**config.mk**
```make
export PLATFORM = sky130hd
export DESIGN_NAME = polynomial_newton_root_refiner_core
export DESIGN_NICKNAME = d
export VERILOG_FILES = /design/src/rtl/core/pnr_pkg.sv /design/src/rtl/core/polynomial_newton_root_refiner_core.sv
export SDC_FILE = /design/constraint.sdc
export NUM_CORES = 2
export LEC_CHECK = 0
export ABC_CLOCK_PERIOD_IN_PS = 27200
export BUFFER_PORTS_ARGS = -buffer_cell sky130_fd_sc_hd__clkbuf_2
export CORE_AREA = 2 2 437 439
export DETAILED_ROUTE_END_ITERATION = 7
export DIE_AREA = 0 0 439 441
export PLACE_DENSITY = 0.71
export SYNTH_ARGS = -nofsm -noshare
export SYNTH_HDL_FRONTEND = slang
export SYNTH_SLANG_ARGS = --single-unit
```
**constraint.sdc**
```tcl
create_clock -name clk_i -period 27.2 [get_ports clk_i]
set_input_delay 2.72 -clock clk_i [delete_from_list [all_inputs] [get_ports clk_i]]
set_output_delay 2.72 -clock clk_i [all_outputs]
set_load 0.01 [all_outputs]
```
**src/rtl/core/pnr_pkg.sv**
```systemverilog
package pnr_pkg;

  // Q16.32 word width and the number of coefficient registers.
  localparam int unsigned QW          = 48;
  localparam int unsigned NUM_COEF    = 6;
  localparam int unsigned MAX_DEG_DEF = 5;

  // Configuration register indexes.
  localparam logic [2:0] REG_COEF_0   = 3'd0;
  localparam logic [2:0] REG_ITER_CNT = 3'd6;

  localparam logic [7:0]    ITER_RESET = 8'd4;
  localparam logic [QW-1:0] Q_ONE      = 48'h0001_0000_0000;
  localparam logic [QW-1:0] Q_MAXV     = 48'h7FFF_FFFF_FFFF;
  localparam logic [QW-1:0] Q_MINV     = 48'h8000_0000_0000;
  // About 1e-5 in Q16.32.
  localparam logic [QW-1:0] DERIV_EPS  = 48'd42949;
  // Quotient cap during the long division.
  localparam logic [51:0]   QUO_CAP    = 52'h4_0000_0000_0000;
  // Index of the first divider step; the divider produces 80 quotient bits (48 + 32 fraction bits).
  localparam logic [6:0]    DIV_LAST   = 7'd79;
  localparam logic [6:0]    DIV_FRAC   = 7'd32;

  typedef struct packed {
    logic          sat;
    logic [QW-1:0] val;
  } sat_t;

  // Clip a signed value of up to 52 bits to the Q16.32 range.
  function automatic sat_t clip52(input logic signed [51:0] v);
    sat_t r;
    r.sat = 1'b0;
    r.val = v[QW-1:0];
    if (v > $signed({{4{1'b0}}, Q_MAXV})) begin
      r.sat = 1'b1;
      r.val = Q_MAXV;
    end else if (v < $signed({{4{1'b1}}, Q_MINV})) begin
      r.sat = 1'b1;
      r.val = Q_MINV;
    end
    return r;
  endfunction

  // Apply a sign to a magnitude and clip to the Q16.32 range.
  function automatic sat_t sign_clip(input logic [63:0] q, input logic neg);
    sat_t r;
    r.sat = 1'b0;
    r.val = q[QW-1:0];
    if (neg) begin
      if (q > {16'd0, Q_MINV}) begin
        r.sat = 1'b1;
        r.val = Q_MINV;
      end else begin
        r.val = QW'(-q[QW-1:0]);
      end
    end else if (q > {16'd0, Q_MAXV}) begin
      r.sat = 1'b1;
      r.val = Q_MAXV;
    end
    return r;
  endfunction

  // Magnitude of a two's complement word.
  function automatic logic [QW-1:0] mag(input logic [QW-1:0] a);
    return a[QW-1] ? QW'(-a) : a;
  endfunction

endpackage

```
**src/rtl/core/polynomial_newton_root_refiner_core.sv**
```systemverilog
// Channel  | Ports                                    | Handshake
// ---------+------------------------------------------+------------------------------
// input    | start_root_i                             | start_i high while busy_o low
// result   | refined_root_o, saturated_o              | done_o, one cycle, no stall
// config   | cfg_idx_i, cfg_wdata_i                   | cfg_we_i, written at once
//
// A root is refined by N Newton steps after a preparation pass that scales the
// derivative coefficients. Each product runs on the shared 24x24 multiplier and each
// quotient on the bit-serial divider. A step whose slope is at or below threshold
// skips the divider.
// Reset is asynchronous, active low; it clears the coefficients to zero and the
// step count to four. The result beat cannot be stalled; busy_o is high from the cycle
// after the start beat until the result beat, and a new start beat may be taken in the
// result cycle.
module polynomial_newton_root_refiner_core
  import pnr_pkg::*;
#(
  parameter int unsigned MAX_DEGREE = MAX_DEG_DEF
) (
  input  logic          clk_i,
  input  logic          rst_ni,
  input  logic          start_i,
  output logic          busy_o,
  input  logic [QW-1:0] start_root_i,
  output logic          done_o,
  output logic [QW-1:0] refined_root_o,
  output logic          saturated_o,
  input  logic          cfg_we_i,
  input  logic [2:0]    cfg_idx_i,
  input  logic [QW-1:0] cfg_wdata_i
);

  localparam int unsigned TW = $clog2(MAX_DEGREE + 1);
  localparam logic [TW-1:0] TERM_LAST = TW'(MAX_DEGREE);

  typedef enum logic [8:0] {
    S_IDLE = 9'b000000001,
    S_PREP = 9'b000000010,
    S_STEP = 9'b000000100,
    S_LOAD = 9'b000001000,
    S_MUL  = 9'b000010000,
    S_MACC = 9'b000100000,
    S_CHK  = 9'b001000000,
    S_DIV  = 9'b010000000,
    S_UPD  = 9'b100000000
  } state_e;

  typedef enum logic [2:0] {
    OP_C = 3'b001,
    OP_D = 3'b010,
    OP_X = 3'b100
  } op_e;

  state_e state_q, state_d;
  op_e    op_q;
  logic   done_q;

  logic [QW-1:0] coef_q [NUM_COEF];
  logic [7:0]    iter_cnt_q;
  logic [QW-1:0] dc_q [MAX_DEGREE];

  logic [QW-1:0] x_q, xi_q, p_q, dp_q;
  logic          flag_q;
  logic [TW-1:0] term_q;
  logic [7:0]    step_q;

  // Multiplier operands and accumulator.
  logic [QW-1:0] ma_q, mb_q;
  logic          mneg_q;
  logic [1:0]    mk_q;
  logic [95:0]   acc_q;

  // Divider state.
  logic [QW-1:0] num_q, den_q, rem_q;
  logic [51:0]   quo_q;
  logic          big_q, dneg_q;
  logic [6:0]    dcnt_q;

  // Operand selection for the shared multiplier.
  logic [QW-1:0] coef_sel, dc_sel, opa, opb;
  always_comb begin
    coef_sel = '0;
    for (int j = 0; j < NUM_COEF; j++) begin
      if (32'(term_q) == j) coef_sel = coef_q[j];
    end
    dc_sel = '0;
    for (int j = 0; j < MAX_DEGREE; j++) begin
      if (32'(term_q) == j) dc_sel = dc_q[j];
    end
    case (op_q)
      OP_C: begin
        opa = coef_sel;
        opb = xi_q;
      end
      OP_D: begin
        opa = dc_sel;
        opb = xi_q;
      end
      default: begin
        opa = xi_q;
        opb = x_q;
      end
    endcase
  end

  // Derivative coefficient scaling for the preparation pass.
  logic [QW-1:0] coef_next;
  sat_t          dscale;
  always_comb begin
    coef_next = '0;
    for (int j = 0; j < NUM_COEF; j++) begin
      if (32'(term_q) == j) coef_next = coef_q[j];
    end
    dscale = clip52($signed({{(52-QW){coef_next[QW-1]}}, coef_next})
                    * $signed({{(52-TW){1'b0}}, term_q}));
  end

  // One 24x24 partial product per cycle.
  logic [23:0] pa, pb;
  logic [47:0] pp;
  logic [95:0] pp_sh;
  always_comb begin
    pa = mk_q[0] ? ma_q[47:24] : ma_q[23:0];
    pb = mk_q[1] ? mb_q[47:24] : mb_q[23:0];
    pp = pa * pb;
    case (mk_q)
      2'd0:    pp_sh = {48'd0, pp};
      2'd3:    pp_sh = {pp, 48'd0};
      default: pp_sh = {24'd0, pp, 24'd0};
    endcase
  end

  // Product rounding and the running sums.
  sat_t prod, p_sum, dp_sum;
  always_comb begin
    prod   = sign_clip(acc_q[95:32] + 64'(acc_q[31]), mneg_q);
    p_sum  = clip52(52'($signed(p_q)) + 52'($signed(prod.val)));
    dp_sum = clip52(52'($signed(dp_q)) + 52'($signed(prod.val)));
  end

  // One restoring division step per cycle.
  logic        nbit, ge;
  logic [48:0] rsh;
  logic [51:0] qsh;
  always_comb begin
    nbit = (dcnt_q >= DIV_FRAC) ? num_q[QW-1] : 1'b0;
    rsh  = {rem_q, nbit};
    ge   = rsh >= {1'b0, den_q};
    qsh  = {quo_q[50:0], ge};
  end

  // Final quotient rounding and the root update.
  logic [51:0] qfin;
  sat_t        qdiv, xnew;
  always_comb begin
    qfin = quo_q + 52'(!big_q && (rem_q >= den_q - rem_q));
    qdiv = sign_clip({12'd0, qfin}, dneg_q);
    xnew = clip52(52'($signed(x_q)) - 52'($signed(qdiv.val)));
  end

  // Sequencer next state.
  always_comb begin
    state_d = state_q;
    case (state_q)
      S_IDLE: if (start_i) state_d = S_PREP;
      S_PREP: if (term_q == TERM_LAST) state_d = S_STEP;
      S_STEP: state_d = (step_q == iter_cnt_q) ? S_IDLE : S_LOAD;
      S_LOAD: state_d = S_MUL;
      S_MUL:  if (mk_q == 2'd3) state_d = S_MACC;
      S_MACC: begin
        if (op_q == OP_C && term_q == TERM_LAST) state_d = S_CHK;
        else state_d = S_LOAD;
      end
      S_CHK:  state_d = (mag(dp_q) > DERIV_EPS) ? S_DIV : S_STEP;
      S_DIV:  if (dcnt_q == '0) state_d = S_UPD;
      S_UPD:  state_d = S_STEP;
      default: state_d = S_IDLE;
    endcase
  end

  // Control registers.
  always_ff @(posedge clk_i or negedge rst_ni) begin
    if (!rst_ni) begin
      state_q    <= S_IDLE;
      done_q     <= 1'b0;
      iter_cnt_q <= ITER_RESET;
      for (int j = 0; j < NUM_COEF; j++) coef_q[j] <= '0;
    end else begin
      state_q <= state_d;
      done_q  <= (state_q == S_STEP) && (step_q == iter_cnt_q);
      if (cfg_we_i) begin
        if (cfg_idx_i == REG_ITER_CNT) iter_cnt_q <= cfg_wdata_i[7:0];
        for (int j = 0; j < NUM_COEF; j++) begin
          if (cfg_idx_i == REG_COEF_0 + 3'(j)) coef_q[j] <= cfg_wdata_i;
        end
      end
    end
  end

  // Datapath registers.
  always_ff @(posedge clk_i) begin
    case (state_q)
      S_IDLE: begin
        if (start_i) begin
          x_q    <= start_root_i;
          flag_q <= 1'b0;
          term_q <= TW'(1);
          step_q <= '0;
        end
      end
      S_PREP: begin
        for (int j = 0; j < MAX_DEGREE; j++) begin
          if (32'(term_q) == j + 1) dc_q[j] <= dscale.val;
        end
        flag_q <= flag_q | dscale.sat;
        term_q <= term_q + TW'(1);
      end
      S_STEP: begin
        p_q    <= '0;
        dp_q   <= '0;
        xi_q   <= Q_ONE;
        term_q <= '0;
        op_q   <= OP_C;
      end
      S_LOAD: begin
        ma_q   <= mag(opa);
        mb_q   <= mag(opb);
        mneg_q <= opa[QW-1] ^ opb[QW-1];
        mk_q   <= 2'd0;
        acc_q  <= '0;
      end
      S_MUL: begin
        acc_q <= acc_q + pp_sh;
        mk_q  <= mk_q + 2'd1;
      end
      S_MACC: begin
        case (op_q)
          OP_C: begin
            p_q    <= p_sum.val;
            flag_q <= flag_q | prod.sat | p_sum.sat;
            op_q   <= OP_D;
          end
          OP_D: begin
            dp_q   <= dp_sum.val;
            flag_q <= flag_q | prod.sat | dp_sum.sat;
            op_q   <= OP_X;
          end
          default: begin
            xi_q   <= prod.val;
            flag_q <= flag_q | prod.sat;
            term_q <= term_q + TW'(1);
            op_q   <= OP_C;
          end
        endcase
      end
      S_CHK: begin
        num_q  <= mag(p_q);
        den_q  <= mag(dp_q);
        dneg_q <= p_q[QW-1] ^ dp_q[QW-1];
        rem_q  <= '0;
        quo_q  <= '0;
        big_q  <= 1'b0;
        dcnt_q <= DIV_LAST;
        if (mag(dp_q) <= DERIV_EPS) step_q <= step_q + 8'd1;
      end
      S_DIV: begin
        rem_q  <= ge ? QW'(rsh - {1'b0, den_q}) : rsh[QW-1:0];
        if (dcnt_q >= DIV_FRAC) num_q <= {num_q[QW-2:0], 1'b0};
        if (qsh >= QUO_CAP) begin
          quo_q <= QUO_CAP;
          big_q <= 1'b1;
        end else begin
          quo_q <= qsh;
        end
        dcnt_q <= dcnt_q - 7'd1;
      end
      S_UPD: begin
        x_q    <= xnew.val;
        flag_q <= flag_q | qdiv.sat | xnew.sat;
        step_q <= step_q + 8'd1;
      end
      default: ;
    endcase
  end

  assign busy_o         = (state_q != S_IDLE);
  assign done_o         = done_q;
  assign refined_root_o = x_q;
  assign saturated_o    = flag_q;

  // Accepted start beats always enter the preparation pass.
  a_start_prep: assert property (@(posedge clk_i) disable iff (!rst_ni)
    start_i && !busy_o |=> state_q == S_PREP) else $error("start not taken");

  // A result beat follows the last step and the block is then idle.
  a_done_idle: assert property (@(posedge clk_i) disable iff (!rst_ni)
    done_o |-> !busy_o && $past(state_q) == S_STEP) else $error("bad result beat");

  // The divider only runs after a derivative above threshold.
  a_div_entry: assert property (@(posedge clk_i) disable iff (!rst_ni)
    $rose(state_q == S_DIV) |-> $past(mag(dp_q) > DERIV_EPS))
    else $error("divide without valid derivative");

  // The multiplier takes four partial products per product.
  a_mul_len: assert property (@(posedge clk_i) disable iff (!rst_ni)
    state_q == S_LOAD |=> ##4 state_q == S_MACC) else $error("multiply length");

endmodule

```
# Yosys cells after proc, flatten, opt, wreduce, memory -nomap -nowiden
# Memories as Yosys holds them, arrays and structs flattened.
# Index checks and enable logic that the tools add are counted.
[classes] n_addsub=18 n_reduce_logical=37 n_eq_ne=35 n_lt_le_gt_ge=18 bitwise=8 n_mul=2 n_mux=102
[op_table] operator="48-bit 2-to-1 mux" n=26
[op_table] operator="48-bit one-hot mux with 2 select lines" n=7
[op_table] operator="49-bit 2-to-1 mux" n=12
[op_table] operator="96-bit one-hot mux with 2 select lines" n=2
[op_table] operator="48-bit negator" n=6
[op_table] operator="48-bit OR reduction" n=4
[op_table] operator="49-bit by 48-bit > comparator with 1-bit output, second input constant" n=3
[op_table] operator="49-bit by 48-bit < comparator with 1-bit output, second input constant" n=3
[op_table] operator="52-bit by 48-bit > comparator with 1-bit output, second input constant" n=2
[op_table] operator="52-bit one-hot mux with 2 select lines" n=1
[op_table] operator="48-bit by 48-bit adder with 49-bit output" n=2
[op_table] operator="96-bit adder" n=1
[op_table] operator="48-bit subtractor" n=2
[op_table] operator="47-bit 2-to-1 mux" n=2
[op_table] operator="9-bit one-hot mux with 9 select lines" n=1
[op_table] operator="64-bit by 1-bit adder with 64-bit output" n=1
[op_table] operator="64-bit by 47-bit > comparator with 1-bit output, second input constant" n=1
[op_table] operator="64-bit by 48-bit > comparator with 1-bit output, second input constant" n=1
[op_table] operator="52-bit by 1-bit adder with 52-bit output" n=1
[op_table] operator="52-bit by 51-bit >= comparator with 1-bit output, second input constant" n=1
[op_table] operator="52-bit by 47-bit > comparator with 1-bit output, second input constant" n=1
[op_table] operator="52-bit by 48-bit < comparator with 1-bit output, second input constant" n=1
[op_table] operator="48-bit by 4-bit multiplier with 52-bit output" n=1
[op_table] operator="52-bit 2-to-1 mux" n=1
[op_table] operator="56 further kinds" n=137
[word_totals] n_memories=1 inputBits=103 ram_bits=240 out_inout_bits=51 elab_cells=252 register_bits=913
[memory_table] name="dc_q" depth=5 word_bits=48 rd=5 rd_ports_with_merged_regs=0 write_ports=1 line_no="polynomial_newton_root_refiner_core.sv:60" text="logic [QW-1:0] dc_q [MAX_DEGREE];"

# Longest topological paths before layout
[logic_depth] word_depth=15 mapped_depth=59 ltp_nobuf=54

# Worst setup path after synthesis
# OpenSTA, ideal clock, no wires.
[synth_timing] path_kind="register -> register" from="reg den_q[0]" to="reg x_q[3], in the netlist refined_root_o[3], data pin" stages_incl_launch_ff=58 synth_period_minus_slack_ns=11.794 required_ns=26.946 path_slack_ns=15.406 n_path_buf=6 arrival_ns=11.540 setup_ns=0.254 cell_sequence="edfxtp_1 > inv_1 > ha_1 > inv_1 > fa_1 > a21o_1 > a21oi_1 > o21ai_0 > a41oi_1 > o211ai_1 > a31oi_1 > nor3_1 > or2_2 > a221oi_1 > xor2_1 > ha_1 > a21oi_1 > nor2b_1 > [22 not listed] > clkbuf_1 > clkbuf_1 > a21oi_1 > ha_1 > clkbuf_1 > nand4_1 > nor4_1 > o311ai_0 > a311oi_1 > o2111ai_1 > and2_1 > o211a_1 > o41ai_1 > xnor2_1 > clkbuf_1 > nor2_1 > o211a_1 > a21o_1"
[synth_between] elab_chain_cells=12 word_cells_on_any_way=16 cone_classes="add/sub: 4; order compare: 5; mux: 6; reduce/logical: 1"
[synth_rtl] item="start, declared" line_no="polynomial_newton_root_refiner_core.sv:74" text="logic [QW-1:0] num_q, den_q, rem_q;"
[synth_rtl] item="start signal, assigned" line_no="polynomial_newton_root_refiner_core.sv:258" text="den_q <= mag(dp_q);"
[synth_rtl] item="48-bit subtractor (*)" line_no="polynomial_newton_root_refiner_core.sv:156" text="qfin = quo_q + 52'(!big_q && (rem_q >= den_q - rem_q));"
[synth_rtl] item="48-bit >= comparator (*)" line_no="polynomial_newton_root_refiner_core.sv:156"
[synth_rtl] item="1-bit logical AND (*)" line_no="polynomial_newton_root_refiner_core.sv:156"
[synth_rtl] item="52-bit by 1-bit adder with 52-bit output (*)" line_no="polynomial_newton_root_refiner_core.sv:156"
[synth_rtl] item="48-bit negator (tied with other cells)" line_no="pnr_pkg.sv:54" text="r.val = QW'(-q[QW-1:0]);"
[synth_rtl] item="48-bit 2-to-1 mux or 49-bit 2-to-1 mux (tied branches)" line_no="pnr_pkg.sv:50, pnr_pkg.sv:56"
[synth_rtl] item="49-bit 2-to-1 mux (*)" line_no="pnr_pkg.sv:49" text="if (neg) begin"
[synth_rtl] item="48-bit by 48-bit subtractor with 49-bit output (*)" line_no="polynomial_newton_root_refiner_core.sv:158" text="xnew = clip52(52'($signed(x_q)) - 52'($signed(qdiv.val)));"
[synth_rtl] item="49-bit by 48-bit < comparator with 1-bit output" line_no="pnr_pkg.sv:37" text="end else if (v < $signed({{4{1'b1}}, Q_MINV})) begin"
[synth_rtl] item="49-bit 2-to-1 mux" line_no="pnr_pkg.sv:37"
[synth_rtl] item="49-bit 2-to-1 mux (*)" line_no="pnr_pkg.sv:34" text="if (v > $signed({{4{1'b0}}, Q_MAXV})) begin"
[synth_rtl] item="48-bit one-hot mux with 2 select lines (*)" line_no="polynomial_newton_root_refiner_core.sv:202" text="case (state_q)"
[synth_rtl] item="end signal, assigned" line_no="polynomial_newton_root_refiner_core.sv:205" text="x_q <= start_root_i;"
[synth_rtl] item="end signal, assigned" line_no="polynomial_newton_root_refiner_core.sv:278" text="x_q <= xnew.val;"
[synth_rtl] item="end, declared" line_no="polynomial_newton_root_refiner_core.sv:62" text="logic [QW-1:0] x_q, xi_q, p_q, dp_q;"
# Every way passes the cells marked *; elsewhere a longest branch is shown, timed or not.
# A chain may end at the register's enable or synchronous reset.

# Worst setup path in the final report
[layout_timing] from="reg den_q[1]" to="reg x_q[0], in the netlist refined_root_o[0], data pin"
# Same word-level chain as after synthesis.

==> key figures <==
Global routing
  • All-Layer GR Usage: 36.8%
  • Total gr overflow: 0
  • Global-route wire length before repair: 538000 um
  • Largest net degree at the start of global routing: 112
  • Initial antenna violation count: 43
  • Vias in the first global route: 85900

STA
  • Worst Tran Pin Value: 1.50 ns
  • Post-route minimum period: 14.41 ns
  • Fmax achieved: 69.4 MHz
  • Clk_skew: 0.0342 ns
  • Slew HR: -0.685%
  • Slew Viols, Final: 1
  • Final WS setup: 12.79 ns
  • Hold Vio Cnt, Final: 0
  • Final setup fails: 0
  • Final Cycle Share: 53.0%
  • RSZ-0062 raised after global routing: false
  • Total Neg Setup Slack: 0 ns

Floorplanning
  • Floorplan row count: 160
  • Die area: 194000 um^2
  • Initial core utilization: 54.6%
  • Die width: 439 um
  • Core ar.: 189000 um^2
  • Die H: 441 um
  • Ports: 154

Logic synthesis
  • Sequential cell area fraction in the yosys report: 32.1%
  • Count of different cell masters after synthesis: 94
  • Post-synth EDFFs: 847
  • Post-synth design cell area: 103000 um^2
  • Synth Register Bits: 1153
  • Mapped Cells: 11300
  • Top cell type by total area after synthesis: edfxtp_1
  • Mean post-synth cell area: 9.15 um^2
  • Syn nets: 12600
  • Syn. warnings: 0
  • Ys flop type: edfxtp_1
  • Async SR Flop Fraction: 26.5%
  • Post-synth top area share: 24.6%
  • Area contributors post-synth: edfxtp_1 25%, fa_1 10%, ha_1 8.2%

Placement
  • DP Area: 107000 um^2
  • # port buffers: 153
  • Routability cong.: 1.03
  • Detailed placement HPWL: 273000 um
  • DP Worst Slack: 13.07 ns
  • Placed Cells incl. Taps: 13600

Pwr
  • NetSw: 8.04 mW
  • Power density cells: 133 nW/um^2
  • Switching share of power: 54.3%
  • Pleak: 47.1 nW
  • Clk pwr share: 12.3%
  • Int Pwr: 6.77 mW
  • Combinational share of power: 68.5%
  • Worst VDD drop: 391 uV
  • Reg power frac: 19.2%

Flow run
  • Max_cap viols: 1

Setup path
  • WS Path Type: register to register
  • Type of origin of the critical path: register
  • Critical Path RT: 27.75 ns
  • Critical Path Most Common Cell: ha_1
  • Slowest cell on the critical path: nor3_1
  • Worst Setup End Kind: register
  • Worst endpoint data arrival time: 14.96 ns
  • Worst-path maximum fanout: 45
  • CP max stage delay: 0.77 ns

Clock tree
  • CTS tree: done
  • Post-CTS Setup Repair Bufs: 0
  • Post-cts resize count: 0
  • CTS clk-pin slew, worst paths: 0.06 ns
  • Clock buffer depth: 3
  • CTS Root Cell: clkbuf_16
  • TritonCTS buffer count: 136
  • Worst skew pair latency: 0.82 ns
  • Clock sink count: 1153
  • H-Tree Depth: 4
  • CTS Hold Bufs: 0

Routing
  • Post-route ant nets: 0
  • Total number of vias: 88500
  • Vias per cell: 6.39
  • Drt first-iter violations: 9813
  • DR WL/cell: 26.0 um
  • Routed WL: 361000 um
  • Iteration count of the initial detailed-routing pass: 8
  • DRC: 26

Cells and area
  • Share of cells above drive strength 1: 9.05%
  • # nets final: 12500
  • Commonest cells after routing, fill and taps aside: 1203 x nand2_1, 952 x inv_1, 867 x nor2_1
  • Finished Layout Cells: 13900
  • Synthesis-to-layout area growth: 7.73%
  • Fin area: 111000 um^2
  • Commonest non-fill, non-tap cell in the layout: nand2_1

Min path
  • Hold crit path type: register to register

Run status
  • Violated checks: DRC, capacitance limit, slew limit
  • Status: finished, violations left
==> sequential cells by signal (all words and copies together) (netlist names), 2 cells and up <==
register        flops
dp_q               48
ma_q               48
step_q              8
rem_q              48
mk_q                2
den_q              48
op_q                3
p_q                48
dc_q              240
iter_cnt_q          8
dcnt_q              7
state_q             9
term_q              3
num_q              48
acc_q              96
mb_q               48
refined_root_o     48
quo_q              52
xi_q               48
coef_q            288
==> worst max-delay path: cells and delay by family, from the launching register on <==
family	cells	cell delay [ns]
AO/OA/AOI/OAI	16	4.48
adder cells (fa/ha/maj)	5	1.65
buffers and inverters	2	0.69
AND/OR/NAND/NOR	23	6.18
XOR/XNOR	2	0.59
flip-flops	1	0.48
==> area by class of cell <==
type / count / area, um^2
clock buffer: 177 / 3690
multi-input combinational: 8634 / 64900
antenna: 32 / 80.1
sequential: 1153 / 33100
tap: 2511 / 3140
fill: 16300 / 78000
timing repair buffer: 315 / 2000
clock inverter: 70 / 639
inverter: 959 / 3600
==> metal layers <==
| metal | GRT usage [%] | part of all wire (%) | wire [um] |
|---|---|---|---|
| met3 | 10.4 | 11 | 40800 |
| met2 | 53.3 | 42 | 151000 |
| met5 | 0 | 0.048 | 172 |
| met4 | 18.7 | 5.7 | 20600 |
| met1 | 50.3 | 41 | 148000 |
==> synthesized netlist by cell type, types with 49 or more instances <==
| master | instances |
|---|---|
| nand4_1 | 125 |
| nor3_1 | 201 |
| xor2_1 | 345 |
| xnor2_1 | 374 |
| inv_1 | 957 |
| a22oi_1 | 57 |
| o21bai_1 | 62 |
| nor2_1 | 878 |
| clkbuf_1 | 457 |
| a31oi_1 | 104 |
| and2_1 | 240 |
| nor2b_1 | 103 |
| o21a_1 | 66 |
| or3_1 | 57 |
| buf_1 | 66 |
| nand2b_1 | 130 |
| mux2i_1 | 111 |
| a211oi_1 | 63 |
| a21o_1 | 300 |
| nand3_1 | 199 |
| nor4_1 | 61 |
| nand2_1 | 1208 |
| fa_1 | 536 |
| edfxtp_1 | 847 |
| and3_1 | 103 |
| a221oi_1 | 49 |
| o31ai_1 | 81 |
| o21ai_0 | 723 |
| ha_1 | 677 |
| mux2_2 | 346 |
| a21oi_1 | 733 |
| o211ai_1 | 76 |
| dfrtp_1 | 304 |
==> cells by family after synthesis <==
family | share of synthesized area, %
compound gates | 16.6
fa+ha+maj | 18.8
xor+xnor | 6.10
mux | 4.85
other cells | 0.00363
buf+inv | 5.43
simple gates | 16.2
flops | 32.1
==> power by group through the flow <==
| stage | clock, mW | combinational (mW) | sequential (mW) |
|---|---|---|---|
| after floorplan | 0 | 5.62 | 2.78 |
| after global placement | 0 | 9.47 | 2.86 |
| after detailed placement | 0 | 9.59 | 2.87 |
| after CTS | 1.83 | 9.66 | 2.84 |
| after global routing | 1.90 | 10.6 | 2.86 |
| final | 1.82 | 10.1 | 2.85 |
==> through the flow <==
| stage | power [mW] | hold WS, ns | utilization [%] |
|---|---|---|---|
| after floorplan | 8.40 | 0.470 | - |
| after global placement | 12.3 | 0.479 | 56.4 |
| after detailed placement | 12.5 | 0.487 | 56.4 |
| after CTS | 14.3 | 0.501 | 58.7 |
| after global routing | 15.4 | 0.504 | 58.7 |
| final | 14.8 | 0.495 | 58.8 |
==> worst paths after layout <==
kind | start | to | slack (ns) | cells past startpoint
worst max-delay path | den_q[1] | refined_root_o[0] | 12.79 | 48
min in group asynchronous | rst_ni | coef_q[209] | 1.95 | 1
worst min-delay path | coef_q[161] | coef_q[161] | 0.50 | 1
worst min register to register | coef_q[161] | coef_q[161] | 0.50 | 1
max in group asynchronous | rst_ni | coef_q[187] | 22.95 | 3
worst max register to register | den_q[1] | refined_root_o[0] | 12.79 | 48
Power figures use the tool's default switching activity.
